[src/hdl/ptfe_pkg.sv]
// Shared types, constants and helpers for the pattern-triggered field extractor.
package ptfe_pkg;

  localparam int PATTERN_MAX  = 16;
  localparam int IDX_W        = $clog2(PATTERN_MAX);
  localparam int LEN_W        = $clog2(PATTERN_MAX + 1);
  localparam int RECORD_LIMIT = 256;
  localparam int CNT_W        = $clog2(RECORD_LIMIT + 1);
  localparam int PAT_W        = PATTERN_MAX * 8;
  localparam int CFG_IDX_W    = 8;
  localparam int CFG_DATA_W   = 64;

  localparam logic [7:0] QUOTE_CHAR          = 8'h22;
  localparam logic [3:0] QUOTE_TARGET_RESET  = 4'd4;
  localparam logic [CNT_W-1:0] RECORD_LIMIT_C = CNT_W'(RECORD_LIMIT);

  localparam logic [CFG_IDX_W-1:0] REG_PATTERN_LOW  = 8'd0;
  localparam logic [CFG_IDX_W-1:0] REG_PATTERN_HIGH = 8'd1;
  localparam logic [CFG_IDX_W-1:0] REG_PATTERN_LEN  = 8'd2;
  localparam logic [CFG_IDX_W-1:0] REG_QUOTE_TARGET = 8'd3;

  typedef enum logic [1:0] {
    ST_SCAN,
    ST_EMIT,
    ST_COPY
  } rec_state_t;

  typedef struct packed {
    logic [PAT_W-1:0] pattern;
    logic [LEN_W-1:0] length;
    logic [3:0]       target;
  } cfg_t;

  typedef struct packed {
    logic shift;
    logic clear;
  } win_ctrl_t;

  function automatic logic [7:0] pat_byte(input logic [PAT_W-1:0] p,
                                          input logic [IDX_W-1:0] i);
    return p[{i, 3'b000} +: 8];
  endfunction

endpackage

[src/hdl/ptfe_cell.sv]
// One window cell: holds a byte, hands it on, compares the incoming byte.
module ptfe_cell (
  input  logic       clk,
  input  logic       shift,
  input  logic [7:0] din,
  input  logic [7:0] pat,
  input  logic       active,
  output logic [7:0] dout,
  output logic       hit
);

  logic [7:0] value;

  always_ff @(posedge clk) begin
    if (shift) begin
      value <= din;
    end
  end

  assign dout = value;
  assign hit  = !active || (din == pat);

endmodule

[src/hdl/ptfe_window.sv]
// Match window: a chain of cells with fill count and windowed pattern compare.
module ptfe_window (
  input  logic                clk,
  input  logic                rst,
  input  ptfe_pkg::cfg_t      cfg,
  input  ptfe_pkg::win_ctrl_t ctrl,
  input  logic [7:0]          text_byte,
  output logic                match
);
  import ptfe_pkg::*;

  logic [7:0]             cell_out [PATTERN_MAX];
  logic [PATTERN_MAX-1:0] hits;
  logic [LEN_W-1:0]       fill;
  logic [LEN_W-1:0]       fill_next;

  for (genvar i = 0; i < PATTERN_MAX; i++) begin : g_cell
    localparam int I = i;
    logic [LEN_W:0]   pos;
    logic [7:0]       din;
    logic             active;

    assign pos    = (LEN_W + 1)'(I) + {1'b0, cfg.length};
    assign active = pos >= (LEN_W + 1)'(PATTERN_MAX);
    if (i == PATTERN_MAX - 1) begin : g_head
      assign din = text_byte;
    end else begin : g_body
      assign din = cell_out[i + 1];
    end

    ptfe_cell u_cell (
      .clk    (clk),
      .shift  (ctrl.shift),
      .din    (din),
      .pat    (pat_byte(cfg.pattern, pos[IDX_W-1:0])),
      .active (active),
      .dout   (cell_out[i]),
      .hit    (hits[i])
    );
  end

  assign fill_next = (fill == LEN_W'(PATTERN_MAX)) ? fill : fill + 1'b1;
  assign match     = (&hits) && (cfg.length != '0) && (fill_next >= cfg.length);

  always_ff @(posedge clk) begin
    if (rst || ctrl.clear) begin
      fill <= '0;
    end else if (ctrl.shift) begin
      fill <= fill_next;
    end
  end

endmodule

[src/hdl/ptfe_record.sv]
// Record control: input handshake, pattern replay, quote count and output register.
module ptfe_record (
  input  logic                                clk,
  input  logic                                rst,
  input  ptfe_pkg::cfg_t                      cfg,
  input  logic                                in_valid,
  output logic                                in_ready,
  input  logic [7:0]                          text_byte,
  input  logic                                end_of_text,
  input  logic                                match,
  output ptfe_pkg::win_ctrl_t                 ctrl,
  output logic                                out_valid,
  input  logic                                out_ready,
  output logic [7:0]                          out_byte,
  output logic [7:0]                          record_number,
  output logic                                record_end,
  output logic                                stream_done,
  output logic [ptfe_pkg::CNT_W-1:0]          record_total
);
  import ptfe_pkg::*;

  rec_state_t       state, state_next;
  logic [IDX_W-1:0] emit_idx, emit_idx_next;
  logic [3:0]       quotes, quotes_next;
  logic [CNT_W-1:0] records, records_next;

  logic             load;
  logic [7:0]       ld_byte;
  logic [7:0]       ld_rec;
  logic             ld_end;
  logic             ld_done;
  logic [CNT_W-1:0] ld_total;

  logic             room;
  logic             in_acc;
  logic [7:0]       pb;
  logic [3:0]       q_pat;
  logic [3:0]       q_in;
  logic [CNT_W-1:0] records_inc;

  assign room        = !out_valid || out_ready;
  assign in_ready    = (state != ST_EMIT) && room;
  assign in_acc      = in_valid && in_ready;
  assign pb          = pat_byte(cfg.pattern, emit_idx);
  assign q_pat       = quotes + 4'((pb == QUOTE_CHAR) ? 1 : 0);
  assign q_in        = quotes + 4'((text_byte == QUOTE_CHAR) ? 1 : 0);
  assign records_inc = (records < RECORD_LIMIT_C) ? records + 1'b1 : records;

  always_comb begin
    state_next    = state;
    emit_idx_next = emit_idx;
    quotes_next   = quotes;
    records_next  = records;
    ctrl          = '0;
    load          = 1'b0;
    ld_byte       = '0;
    ld_rec        = records[7:0];
    ld_end        = 1'b0;
    ld_done       = 1'b0;
    ld_total      = '0;
    unique case (state)
      ST_SCAN: begin
        if (in_acc) begin
          if (end_of_text) begin
            load         = 1'b1;
            ld_rec       = '0;
            ld_done      = 1'b1;
            ld_total     = records;
            records_next = '0;
            ctrl.clear   = 1'b1;
          end else begin
            ctrl.shift = 1'b1;
            if (match && (records < RECORD_LIMIT_C)) begin
              state_next    = ST_EMIT;
              emit_idx_next = '0;
              quotes_next   = '0;
            end
          end
        end
      end
      ST_EMIT: begin
        if (room) begin
          load    = 1'b1;
          ld_byte = pb;
          ld_end  = (q_pat == cfg.target);
          if (ld_end) begin
            state_next   = ST_SCAN;
            quotes_next  = '0;
            records_next = records_inc;
            ctrl.clear   = 1'b1;
          end else if ({1'b0, emit_idx} + 1'b1 == cfg.length) begin
            state_next  = ST_COPY;
            quotes_next = q_pat;
          end else begin
            emit_idx_next = emit_idx + 1'b1;
            quotes_next   = q_pat;
          end
        end
      end
      ST_COPY: begin
        if (in_acc) begin
          load = 1'b1;
          if (end_of_text) begin
            ld_end       = 1'b1;
            ld_done      = 1'b1;
            ld_total     = records_inc;
            records_next = '0;
            quotes_next  = '0;
            state_next   = ST_SCAN;
            ctrl.clear   = 1'b1;
          end else begin
            ld_byte     = text_byte;
            ld_end      = (q_in == cfg.target);
            quotes_next = q_in;
            if (ld_end) begin
              state_next   = ST_SCAN;
              quotes_next  = '0;
              records_next = records_inc;
              ctrl.clear   = 1'b1;
            end
          end
        end
      end
      default: begin
        state_next = ST_SCAN;
      end
    endcase
  end

  always_ff @(posedge clk) begin
    if (rst) begin
      state   <= ST_SCAN;
      quotes  <= '0;
      records <= '0;
    end else begin
      state   <= state_next;
      quotes  <= quotes_next;
      records <= records_next;
    end
  end

  always_ff @(posedge clk) begin
    emit_idx <= emit_idx_next;
  end

  always_ff @(posedge clk) begin
    if (rst) begin
      out_valid <= 1'b0;
    end else if (load) begin
      out_valid <= 1'b1;
    end else if (out_ready) begin
      out_valid <= 1'b0;
    end
  end

  always_ff @(posedge clk) begin
    if (load) begin
      out_byte      <= ld_byte;
      record_number <= ld_rec;
      record_end    <= ld_end;
      stream_done   <= ld_done;
      record_total  <= ld_total;
    end
  end

endmodule

[src/hdl/pattern_triggered_field_extractor.sv]
// Top level: configuration registers, match window chain and record control.
// A copied word or a summary is registered, shown in the cycle after acceptance;
// a match's first replayed word passes ST_EMIT, then the output register.
// Throughput: one text word per cycle in scan or copy unless the output stalls;
// a match holds input while its pattern words are replayed.
// Reset clears state, window fill, record count and output valid; registers take defaults.
module pattern_triggered_field_extractor (
  input  logic                                 clk,
  input  logic                                 rst,
  input  logic                                 cfg_valid,
  output logic                                 cfg_ready,
  input  logic [ptfe_pkg::CFG_IDX_W-1:0]       cfg_index,
  input  logic [ptfe_pkg::CFG_DATA_W-1:0]      cfg_data,
  input  logic                                 in_valid,
  output logic                                 in_ready,
  input  logic [7:0]                           text_byte,
  input  logic                                 end_of_text,
  output logic                                 out_valid,
  input  logic                                 out_ready,
  output logic [7:0]                           out_byte,
  output logic [7:0]                           record_number,
  output logic                                 record_end,
  output logic                                 stream_done,
  output logic [ptfe_pkg::CNT_W-1:0]           record_total
);
  import ptfe_pkg::*;

  logic [CFG_DATA_W-1:0] pattern_low;
  logic [CFG_DATA_W-1:0] pattern_high;
  logic [4:0]            pattern_length;
  logic [3:0]            quote_target;
  cfg_t                  cfg;
  win_ctrl_t             ctrl;
  logic                  match;

  assign cfg_ready = 1'b1;

  always_ff @(posedge clk) begin
    if (rst) begin
      pattern_low    <= '0;
      pattern_high   <= '0;
      pattern_length <= '0;
      quote_target   <= QUOTE_TARGET_RESET;
    end else if (cfg_valid && cfg_ready) begin
      unique case (cfg_index)
        REG_PATTERN_LOW:  pattern_low    <= cfg_data;
        REG_PATTERN_HIGH: pattern_high   <= cfg_data;
        REG_PATTERN_LEN:  pattern_length <= cfg_data[4:0];
        REG_QUOTE_TARGET: quote_target   <= cfg_data[3:0];
        default: begin
        end
      endcase
    end
  end

  assign cfg.pattern = PAT_W'({pattern_high, pattern_low});
  assign cfg.length  = (pattern_length > 5'(PATTERN_MAX)) ? LEN_W'(PATTERN_MAX)
                                                          : LEN_W'(pattern_length);
  assign cfg.target  = (quote_target == 4'd0) ? 4'd1 : quote_target;

  ptfe_window u_window (
    .clk       (clk),
    .rst       (rst),
    .cfg       (cfg),
    .ctrl      (ctrl),
    .text_byte (text_byte),
    .match     (match)
  );

  ptfe_record u_record (
    .clk           (clk),
    .rst           (rst),
    .cfg           (cfg),
    .in_valid      (in_valid),
    .in_ready      (in_ready),
    .text_byte     (text_byte),
    .end_of_text   (end_of_text),
    .match         (match),
    .ctrl          (ctrl),
    .out_valid     (out_valid),
    .out_ready     (out_ready),
    .out_byte      (out_byte),
    .record_number (record_number),
    .record_end    (record_end),
    .stream_done   (stream_done),
    .record_total  (record_total)
  );

endmodule

[config.mk]
export PLATFORM = sky130hd
export DESIGN_NAME = pattern_triggered_field_extractor
export DESIGN_NICKNAME = d
export VERILOG_FILES = /design/src/hdl/ptfe_pkg.sv /design/src/hdl/ptfe_cell.sv /design/src/hdl/ptfe_window.sv /design/src/hdl/ptfe_record.sv /design/src/hdl/pattern_triggered_field_extractor.sv
export SDC_FILE = /design/constraint.sdc
export NUM_CORES = 1
export LEC_CHECK = 0
export BUFFER_PORTS_ARGS = -buffer_cell sky130_fd_sc_hd__buf_4
export CORE_UTILIZATION = 25
export CTS_BUF_LIST = sky130_fd_sc_hd__clkbuf_2
export DETAILED_ROUTE_END_ITERATION = 12
export HOLD_SLACK_MARGIN = 0.1
export PLACE_DENSITY = 0.38
export SKIP_CTS_REPAIR_TIMING = 1
export SLEW_MARGIN = 25
export SYNTH_ARGS = -nofsm -noshare
export SYNTH_HDL_FRONTEND = slang
export SYNTH_HIERARCHICAL = 1
export SYNTH_SLANG_ARGS = --single-unit
[constraint.sdc]
create_clock -name clk -period 15.01 [get_ports clk]
set_input_delay 1.501 -clock clk [delete_from_list [all_inputs] [get_ports clk]]
set_output_delay 1.501 -clock clk [all_outputs]
set_load 0.01 [all_outputs]
==> flow_summary.json, run 1 <==
{
  "grt_max_degree": 208,
  "dp.final_hpwl_um": 58800,
  "synthesis.nets": 1795,
  "gp_congestion": 0.920,
  "fin_crit_ns": 7.38,
  "io_pins": 116,
  "vdd_ir_drop_max_v": 0.0000364,
  "die_area_um2": 87600,
  "overflow": 0,
  "die_h_um": 296,
  "area_growth_pct": 12.1,
  "arrival_ns": 8.34,
  "final_cells": 3013,
  "timing.critical_path.from_type": "flip-flop",
  "leakagePower_nw": 8.39,
  "p_per_area_nw_per_um2": 69.4,
  "timing.fmax_mhz": 136,
  "drt-vias-per-instance": 5.09,
  "n_fill_cell": 8899,
  "ys_warn_count": 6,
  "setup_tns_ns": 0,
  "netlist_instances": 1681,
  "rsz0062_at_grt": "no",
  "grt_pass1_vias": 15200,
  "hold_class": "flip-flop to flip-flop",
  "status": "finished, final reports clean",
  "hold_viol_final": 0,
  "start_util_pct": 25.3,
  "drt_iter0_drc": 1357,
  "cts_tree": "built",
  "clockBufferDepth": 3,
  "relSlewSlack_pct": 29.9,
  "final_nets": 1905,
  "core_area_um2": 85400,
  "min_period_over_period_pct": 49.1,
  "post-place-cells": 2842,
  "numCtsBuffers": 91,
  "grt_use_total_pct": 17.5,
  "antenna_found_initial": 2,
  "rows": 107,
  "clkTransAtPathRegs_ns": 0.10,
  "avgSynthCellArea_um2": 12.9,
  "port_buffers": 114,
  "vias": 15400,
  "skew_ns": 0.0677,
  "wl_per_cell_um": 25.4,
  "wirelength_um": 76700,
  "required_ns": 15.97,
  "tightest_slew_ns": 1.05,
  "final_core_util_pct": 28.4,
  "slew_violations": 0,
  "drv_cap": 0,
  "cts_htree_levels": 3,
  "ant_nets": 0,
  "firstDrtPassIters": 6,
  "critPathMaxFanout": 56,
  "syn_area_um2": 21600,
  "critical_path_class": "flip-flop to flip-flop",
  "setup.worst_path.end_class": "flip-flop",
  "cts.sink_count": 309,
  "drc": 0,
  "clockRootBuffer": "clkbuf_2",
  "drive_gt1_share_pct": 28.2,
  "grt_pass1_wl_um": 110000,
  "setup_violations": 0,
  "clock_latency_ns": 1.11,
  "dieWidth_um": 296
}
[worst paths after layout]
| kind | depth (start not counted) | slack [ns] | endpoint | from |
|---|---|---|---|---|
| hold reg to reg | 0 | 0.47 | u_window/g_cell[10].u_cell/dout[1] | u_window/g_cell[11].u_cell/dout[1] |
| setup reg to reg | 19 | 7.63 | u_record/quotes[3] | pattern_length[4] |
| setup / recovery | 19 | 7.63 | u_record/quotes[3] | pattern_length[4] |
| hold / removal | 0 | 0.47 | u_window/g_cell[10].u_cell/dout[1] | u_window/g_cell[11].u_cell/dout[1] |
[where the power goes]
part	internal [mW]	switching [mW]	leakage [nW]
logic	0.0435	0.0535	5.01
registers	0.900	0.0146	2.72
clock network	0.280	0.390	0.658
total	1.22	0.458	8.39
[stage by stage]
step	instance area [um^2]	hold WS, ns	total power, mW	worst slack, ns
global route	24200	0.489	1.77	7.09
CTS	24200	0.458	1.72	7.54
floorplan	21600	0.448	0.981	6.84
finish	24200	0.472	1.68	7.63
global placement	23400	0.455	1.03	7.50
detailed placement	23400	0.456	1.03	7.55
[final cells by class]
class	instances	area, um^2	area share (%)
well taps	1144	1430	5.91
inverters	16	60.1	0.248
clock inverters	30	175	0.723
repair buffers	141	1070	4.42
flip-flops and latches	309	7700	31.8
multi-input cells	1232	13100	54.1
diodes	3	7.51	0.0310
clock buffers	138	691	2.85
[registers in the layout, summed over array words and instances (netlist names)]
| signal | cells |
|---|---|
| u_record/records | 9 |
| pattern_low | 64 |
| u_record/state | 2 |
| u_record/record_number | 8 |
| u_record/out_byte | 8 |
| pattern_length | 5 |
| u_window/g_cell.u_cell/dout | 120 |
| u_record/stream_done | 1 |
| u_record/out_valid | 1 |
| u_record/quotes | 4 |
| u_record/record_end | 1 |
| u_window/fill | 5 |
| quote_target | 4 |
| u_record/record_total | 9 |
| pattern_high | 64 |
| u_record/emit_idx | 4 |
[routing by layer]
| layer | global-route usage, % | routed length [um] | share of wire (%) |
|---|---|---|---|
| met1 | 26.7 | 37800 | 49 |
| met3 | 3.05 | 4680 | 6.1 |
| met4 | 6.24 | 2250 | 2.9 |
| met2 | 24.5 | 32000 | 42 |
| met5 | 0 | 0 | 0 |
[critical path, stage by stage, from the launching register on]
cell	delay, ns
dfxtp_1	0.30
buf_4	0.24
nor2b_4	0.13
buf_4	0.57
buf_4	0.67
buf_4	0.83
mux4_2	0.68
mux4_2	0.51
xnor2_1	0.25
nand4_1	0.24
o21ai_1	0.28
nand4_1	0.12
nor4_1	0.53
o311a_1	0.33
or3b_1	0.37
a22o_1	0.22
nor3_1	0.30
nor2_1	0.15
a32o_1	0.26
a31o_1	0.19
[cells in the final DEF (no fill, tap or decap), drive strengths merged, types with 8 or more instances in the layout]
cell and instances:
nand2 33, clkbuf 138, xnor2 152, xor2 9
a21oi 20, o21ai 51, edfxtp 151, nand2b 206
inv 15, and2 13, clkinv 28, nor2b 21
ha 28, buf 141, nor2 23, nor3 18
nand3 18, a22oi 13, a31oi 8, nand4 39
mux2i 285, a221oi 8, mux4 220, dfxtp 158
No activity file was read; power rests on OpenSTA's default activity.
==> run 2, diff against run 1 <==
--- a/config.mk
+++ b/config.mk
@@ -5,6 +5,7 @@
 export SDC_FILE = /design/constraint.sdc
 export NUM_CORES = 1
 export LEC_CHECK = 0
+export ABC_AREA = 1
 export BUFFER_PORTS_ARGS = -buffer_cell sky130_fd_sc_hd__buf_4
 export CORE_UTILIZATION = 25
 export CTS_BUF_LIST = sky130_fd_sc_hd__clkbuf_2
==> constraint.sdc (replaced) <==
create_clock -name clk -period 7.05 [get_ports clk]
set_input_delay 0.705 -clock clk [delete_from_list [all_inputs] [get_ports clk]]
set_output_delay 0.705 -clock clk [all_outputs]
set_load 0.01 [all_outputs]
==> run 2 against run 1 <==
Area after synthesis is 6.1% higher. Non-clock buffer count is 94 higher. Synthesized cell count is 120% higher. Maximum frequency increased by 26%. Worst setup slack lost 6.4 ns. Global-route usage grew 4.2 points. Critical path depth grew 8. Clock skew grew 0.061 ns. Final cell count up 68%. Via count increased by 60%. Critical endpoint is now u_record/emit_idx[3]. Largest cell class unchanged.
==> flow_summary.json, run 2 <==
{
  "setup_tns_ns": 0,
  "critical_path_class": "flip-flop to flip-flop",
  "wl_per_cell_um": 20.3,
  "dieWidth_um": 305,
  "timing.critical_path.from_type": "flip-flop",
  "antenna_found_initial": 2,
  "p_per_area_nw_per_um2": 153,
  "wl_met2_um": 44200,
  "rsz0062_at_grt": "no",
  "timing.fmax_mhz": 171,
  "numCtsBuffers": 95,
  "final_cells": 5048,
  "drc": 0,
  "critPathMaxFanout": 68,
  "setup_violations": 0,
  "hold_class": "input pin to flip-flop",
  "comb_power_share_pct": 13.2,
  "vias": 24500,
  "top_layer_used": "met4",
  "leakagePower_nw": 11.7,
  "met3WireLength_um": 6290,
  "ant_nets": 0,
  "fin_crit_ns": 5.84,
  "clkTransAtPathRegs_ns": 0.10,
  "hold_viol_final": 0,
  "clockPowerShare_pct": 34.8,
  "path_buf_inv": 5,
  "r2r_start": "pattern_length[0]",
  "seqPwrFrac_pct": 52.0,
  "wl_met1_um": 49600,
  "die_h_um": 305,
  "min_from": "cfg_index[3]",
  "firstDrtPassIters": 6,
  "grt_max_degree": 88,
  "drt_iter0_drc": 2258,
  "overflow": 0,
  "post-place-cells": 4808,
  "start_util_pct": 25.3,
  "p_sw_mw": 1.28,
  "critPathSlowestCell": "nand2_1",
  "dp.final_hpwl_um": 78800,
  "relSlewSlack_pct": 34.1,
  "internal-power_mw": 2.70,
  "grt_pass1_wl_um": 150000,
  "largest_reg_flops": 120,
  "final_nets": 3920,
  "switching_share_pct": 32.2,
  "grt_use_total_pct": 21.7,
  "vdd_ir_drop_max_v": 0.0000780,
  "final_cell_mix": "1428 x nand2_1, 700 x nand3_1, 292 x nor2_1, 263 x inv_1, 206 x a21oi_1",
  "tightest_slew_ns": 0.989,
  "crit_family": "simple AND/OR/NAND/NOR gates",
  "required_ns": 7.88,
  "min_to": "quote_target[2]",
  "min_path_cells": 6,
  "port_buffers": 114,
  "drive_gt1_share_pct": 9.20,
  "gp_congestion": 0.882,
  "drt-vias-per-instance": 4.86,
  "avgSynthCellArea_um2": 6.22,
  "clockBufferDepth": 3,
  "min_period_over_period_pct": 82.8,
  "cts_tree": "built",
  "setup.worst_path.end_class": "flip-flop",
  "rows": 110,
  "die_area_um2": 92900,
  "mostFrequentLayoutCell": "nand2_1",
  "cts.sink_count": 309,
  "skew_ns": 0.129,
  "cts_htree_levels": 3,
  "area_growth_pct": 13.6,
  "drv_cap": 0,
  "wirelength_um": 103000,
  "ys_warn_count": 6,
  "clockRootBuffer": "clkbuf_2",
  "crit_top_cell": "nand2_1",
  "r2r-end": "u_record/emit_idx[3]",
  "slew_violations": 0,
  "arrival_ns": 6.66,
  "io_pins": 116,
  "grt_pass1_vias": 22500,
  "r2r_slack_ns": 1.21,
  "max_stage_delay_ns": 0.64,
  "r2r_cells": 27,
  "netlist_instances": 3684,
  "clock_latency_ns": 1.18,
  "synthesis.nets": 3798,
  "syn_area_um2": 22900,
  "core_area_um2": 90400,
  "status": "finished, final reports clean"
}
[run 2: cell count changes in the layout (fill, tap and decap cells not counted), sizes merged, moves of 83 or more]
cell    delta
mux2i    -285
a21oi    +188
nor2     +283
inv      +266
mux4     -220
nand2b   -206
nand3    +684
xnor2     -83
nand2   +1410
[run 2: worst max-delay path by stage]
| stage | start | to | slack [ns] | depth (start not counted) |
|---|---|---|---|---|
| final | pattern_length[0] | u_record/emit_idx[3] | 1.21 | 27 |
| after global routing | pattern_length[0] | u_record/emit_idx[0] | 0.71 | 28 |
| after CTS | pattern_length[0] | u_record/emit_idx[3] | 1.32 | 27 |
| after detailed placement | pattern_length[0] | u_record/emit_idx[3] | 1.32 | 27 |
| after global placement | pattern_length[0] | u_record/emit_idx[3] | 1.37 | 27 |
| after floorplan | out_ready | u_window/fill[1] | 0.27 | 7 |
[run 2: layer usage]
| layer | up-vias | track usage (%) |
|---|---|---|
| met5 | - | 0 |
| met4 | 0 | 6.52 |
| met2 | 774 | 32.7 |
| met3 | 106 | 3.64 |
| li1 | 12200 | - |
| met1 | 11500 | 31.4 |
[run 2: metrics by stage]
step / area, um^2 / power [mW] / utilization [%] / hold WS, ns / setup WS [ns]
after global routing: 26000 / 4.21 / 28.8 / 0.141 / 0.705
after floorplan: 22900 / 2.39 / - / 0.444 / 0.273
after global placement: 24500 / 2.62 / 27.1 / 0.450 / 1.37
after CTS: 25300 / 4.03 / 27.9 / -0.388 / 1.32
final: 26000 / 3.98 / 28.8 / 0.158 / 1.21
after detailed placement: 24500 / 2.61 / 27.1 / 0.456 / 1.32
[run 2: area by class of cell]
type	count	area [um^2]
Antenna cell	1	2.50
Fill cell	10200	64400
Clock buffer	136	681
Clock inverter	26	114
Timing Repair Buffer	235	1970
Tap cell	1176	1470
Multi-Input combinational cell	2879	13000
Inverter	286	1080
Sequential cell	309	7700
[run 2: power by group through the flow]
stage               Clock (mW)  Sequential, mW  Combinational (mW)
detailed placement           0            2.11               0.497
finish                    1.39            2.07               0.527
global placement             0            2.12               0.501
global route              1.54            2.08               0.584
CTS                       1.46            2.07               0.498
floorplan                    0            2.09               0.298
[run 2: tightest hold or removal path, delay by kind of cell]
family	cells	cell delay (ns)
buffers and inverters	1	0.08
AND/OR/NAND/NOR	5	0.46
==> run 3, diff against run 2 <==
--- a/config.mk
+++ b/config.mk
@@ -5,13 +5,13 @@
 export SDC_FILE = /design/constraint.sdc
 export NUM_CORES = 1
 export LEC_CHECK = 0
-export ABC_AREA = 1
+export ABC_AREA = 0
 export BUFFER_PORTS_ARGS = -buffer_cell sky130_fd_sc_hd__buf_4
 export CORE_UTILIZATION = 25
 export CTS_BUF_LIST = sky130_fd_sc_hd__clkbuf_2
 export DETAILED_ROUTE_END_ITERATION = 12
 export HOLD_SLACK_MARGIN = 0.1
-export PLACE_DENSITY = 0.38
+export PLACE_DENSITY = 0.4
 export SKIP_CTS_REPAIR_TIMING = 1
 export SLEW_MARGIN = 25
 export SYNTH_ARGS = -nofsm -noshare
==> constraint.sdc (replaced) <==
create_clock -name clk -period 5.2 [get_ports clk]
set_input_delay 0.52 -clock clk [delete_from_list [all_inputs] [get_ports clk]]
set_output_delay 0.52 -clock clk [all_outputs]
set_load 0.01 [all_outputs]
==> run 3 against run 2 <==
Final cell count decreased by 37%. Critical path type unchanged. Worst setup slack got worse by 1.1 ns. Worst hold slack got worse by 0.017 ns. Sequential power increased by 28%.
==> flow_summary.json, run 3 (synthesis results as in run 1) <==
{
  "grt_pass1_vias": 15400,
  "arrival_ns": 5.81,
  "drc": 0,
  "antenna_found_initial": 1,
  "fin_crit_ns": 5.06,
  "setup.worst_path.end_class": "flip-flop",
  "clockBufferDepth": 3,
  "cts_htree_levels": 3,
  "dieWidth_um": 296,
  "skew_ns": 0.115,
  "drt-vias-per-instance": 5.01,
  "crit_family": "simple AND/OR/NAND/NOR gates",
  "final_core_util_pct": 30.6,
  "top_layer_used": "met4",
  "start_util_pct": 25.3,
  "dp.final_hpwl_um": 59900,
  "setup_violations": 0,
  "mostFrequentLayoutCell": "mux2i_1",
  "port_buffers": 114,
  "grt_max_degree": 165,
  "n_fill_cell": 8833,
  "drt_iter0_drc": 1338,
  "required_ns": 5.96,
  "p_per_area_nw_per_um2": 187,
  "hold_viol_final": 0,
  "core_area_um2": 85400,
  "drv_cap": 0,
  "critical_path_class": "flip-flop to flip-flop",
  "wl_met2_um": 34000,
  "leakagePower_nw": 9.18,
  "final_cells": 3175,
  "firstDrtPassIters": 5,
  "status": "finished, final reports clean",
  "overflow": 0,
  "max_stage_delay_ns": 0.57,
  "area_growth_pct": 21.0,
  "vias": 15900,
  "io_pins": 116,
  "path_buf_inv": 5,
  "wl_per_cell_um": 24.3,
  "final_nets": 2070,
  "numCtsBuffers": 92,
  "wl_met1_um": 37300,
  "post-place-cells": 2909,
  "relSlewSlack_pct": 36.6,
  "die_h_um": 296,
  "crit_chain": "nor2b_4, buf_6, buf_16, buf_12, mux4_2, mux4_2, xnor2_2, nand4_1, o21ai_2, nand4_1, nor4_4, buf_4, o311a_4, or3b_4, a22o_1, buf_4, and3b_1",
  "timing.critical_path.from_type": "flip-flop",
  "clockRootBuffer": "clkbuf_2",
  "met3WireLength_um": 4400,
  "critPathMaxFanout": 16,
  "grt_use_total_pct": 17.5,
  "gp_congestion": 0.904,
  "drive_gt1_share_pct": 31.3,
  "clkTransAtPathRegs_ns": 0.10,
  "timing.fmax_mhz": 198,
  "hold_class": "input pin to flip-flop",
  "min_period_over_period_pct": 97.3,
  "total_power_mw": 4.89,
  "cts_tree": "built",
  "largest_reg_flops": 120,
  "tightest_slew_ns": 0.947,
  "cts.sink_count": 309,
  "clock_latency_ns": 1.16,
  "die_area_um2": 87600,
  "wirelength_um": 77300,
  "vdd_ir_drop_max_v": 0.000133,
  "grt_pass1_wl_um": 110000,
  "slew_violations": 0,
  "rows": 107,
  "final_cell_mix": "266 x mux2i_1, 213 x mux4_2, 206 x nand2b_1, 187 x buf_4, 155 x dfxtp_1",
  "critPathSlowestCell": "mux4_2",
  "ant_nets": 0
}
## run 3: final timing paths
path	slack [ns]	endpoint	depth (start not counted)	start
setup / recovery	0.14	u_record/emit_idx[3]	17	pattern_length[0]
hold / removal	0.14	pattern_length[1]	4	cfg_index[2]
setup reg to reg	0.14	u_record/emit_idx[3]	17	pattern_length[0]
hold reg to reg	0.41	u_window/g_cell[5].u_cell/dout[4]	0	u_window/g_cell[6].u_cell/dout[4]
## run 3: final cells by class
cell class | count | area [um^2] | share of cell area, %
tap | 1144 | 1430 | 5.47
multi-input combinational | 1232 | 13300 | 50.8
antenna | 2 | 5.00 | 0.0191
sequential | 309 | 7700 | 29.5
inverter | 16 | 60.1 | 0.230
clock buffer | 133 | 666 | 2.55
timing repair buffer | 305 | 2830 | 10.8
clock inverter | 34 | 181 | 0.694
## run 3: worst min-delay path, stage by stage
cell	delay [ns]
buf_4	0.08
nor3_1	0.07
nand4b_1	0.37
mux2i_1	0.12
## run 3: metal layers
| layer | vias to the layer above | track usage (%) |
|---|---|---|
| li1 | 7077 | - |
| met1 | 8209 | 26.2 |
| met2 | 530 | 25.7 |
| met3 | 82 | 2.70 |
| met4 | 0 | 4.95 |
| met5 | - | 0 |
## run 3: metrics by stage
stage / setup WS (ns) / hold slack [ns] / instance area, um^2 / setup TNS [ns]
2_1_floorplan: 0.00416 / 0.448 / 21600 / 0
3_3_place_gp: -0.304 / 0.458 / 24100 / -2.35
3_5_place_dp: -0.301 / 0.456 / 24100 / -2.25
4_1_cts: -0.335 / -0.504 / 24900 / -2.50
5_1_grt: -0.0296 / 0.106 / 26100 / -0.0754
6_report: 0.142 / 0.140 / 26100 / 0
## run 3: report_power, final
group	total, mW	internal [mW]	switching, mW
combinational	0.337	0.172	0.165
sequential	2.64	2.60	0.0432
clock	1.91	0.749	1.16
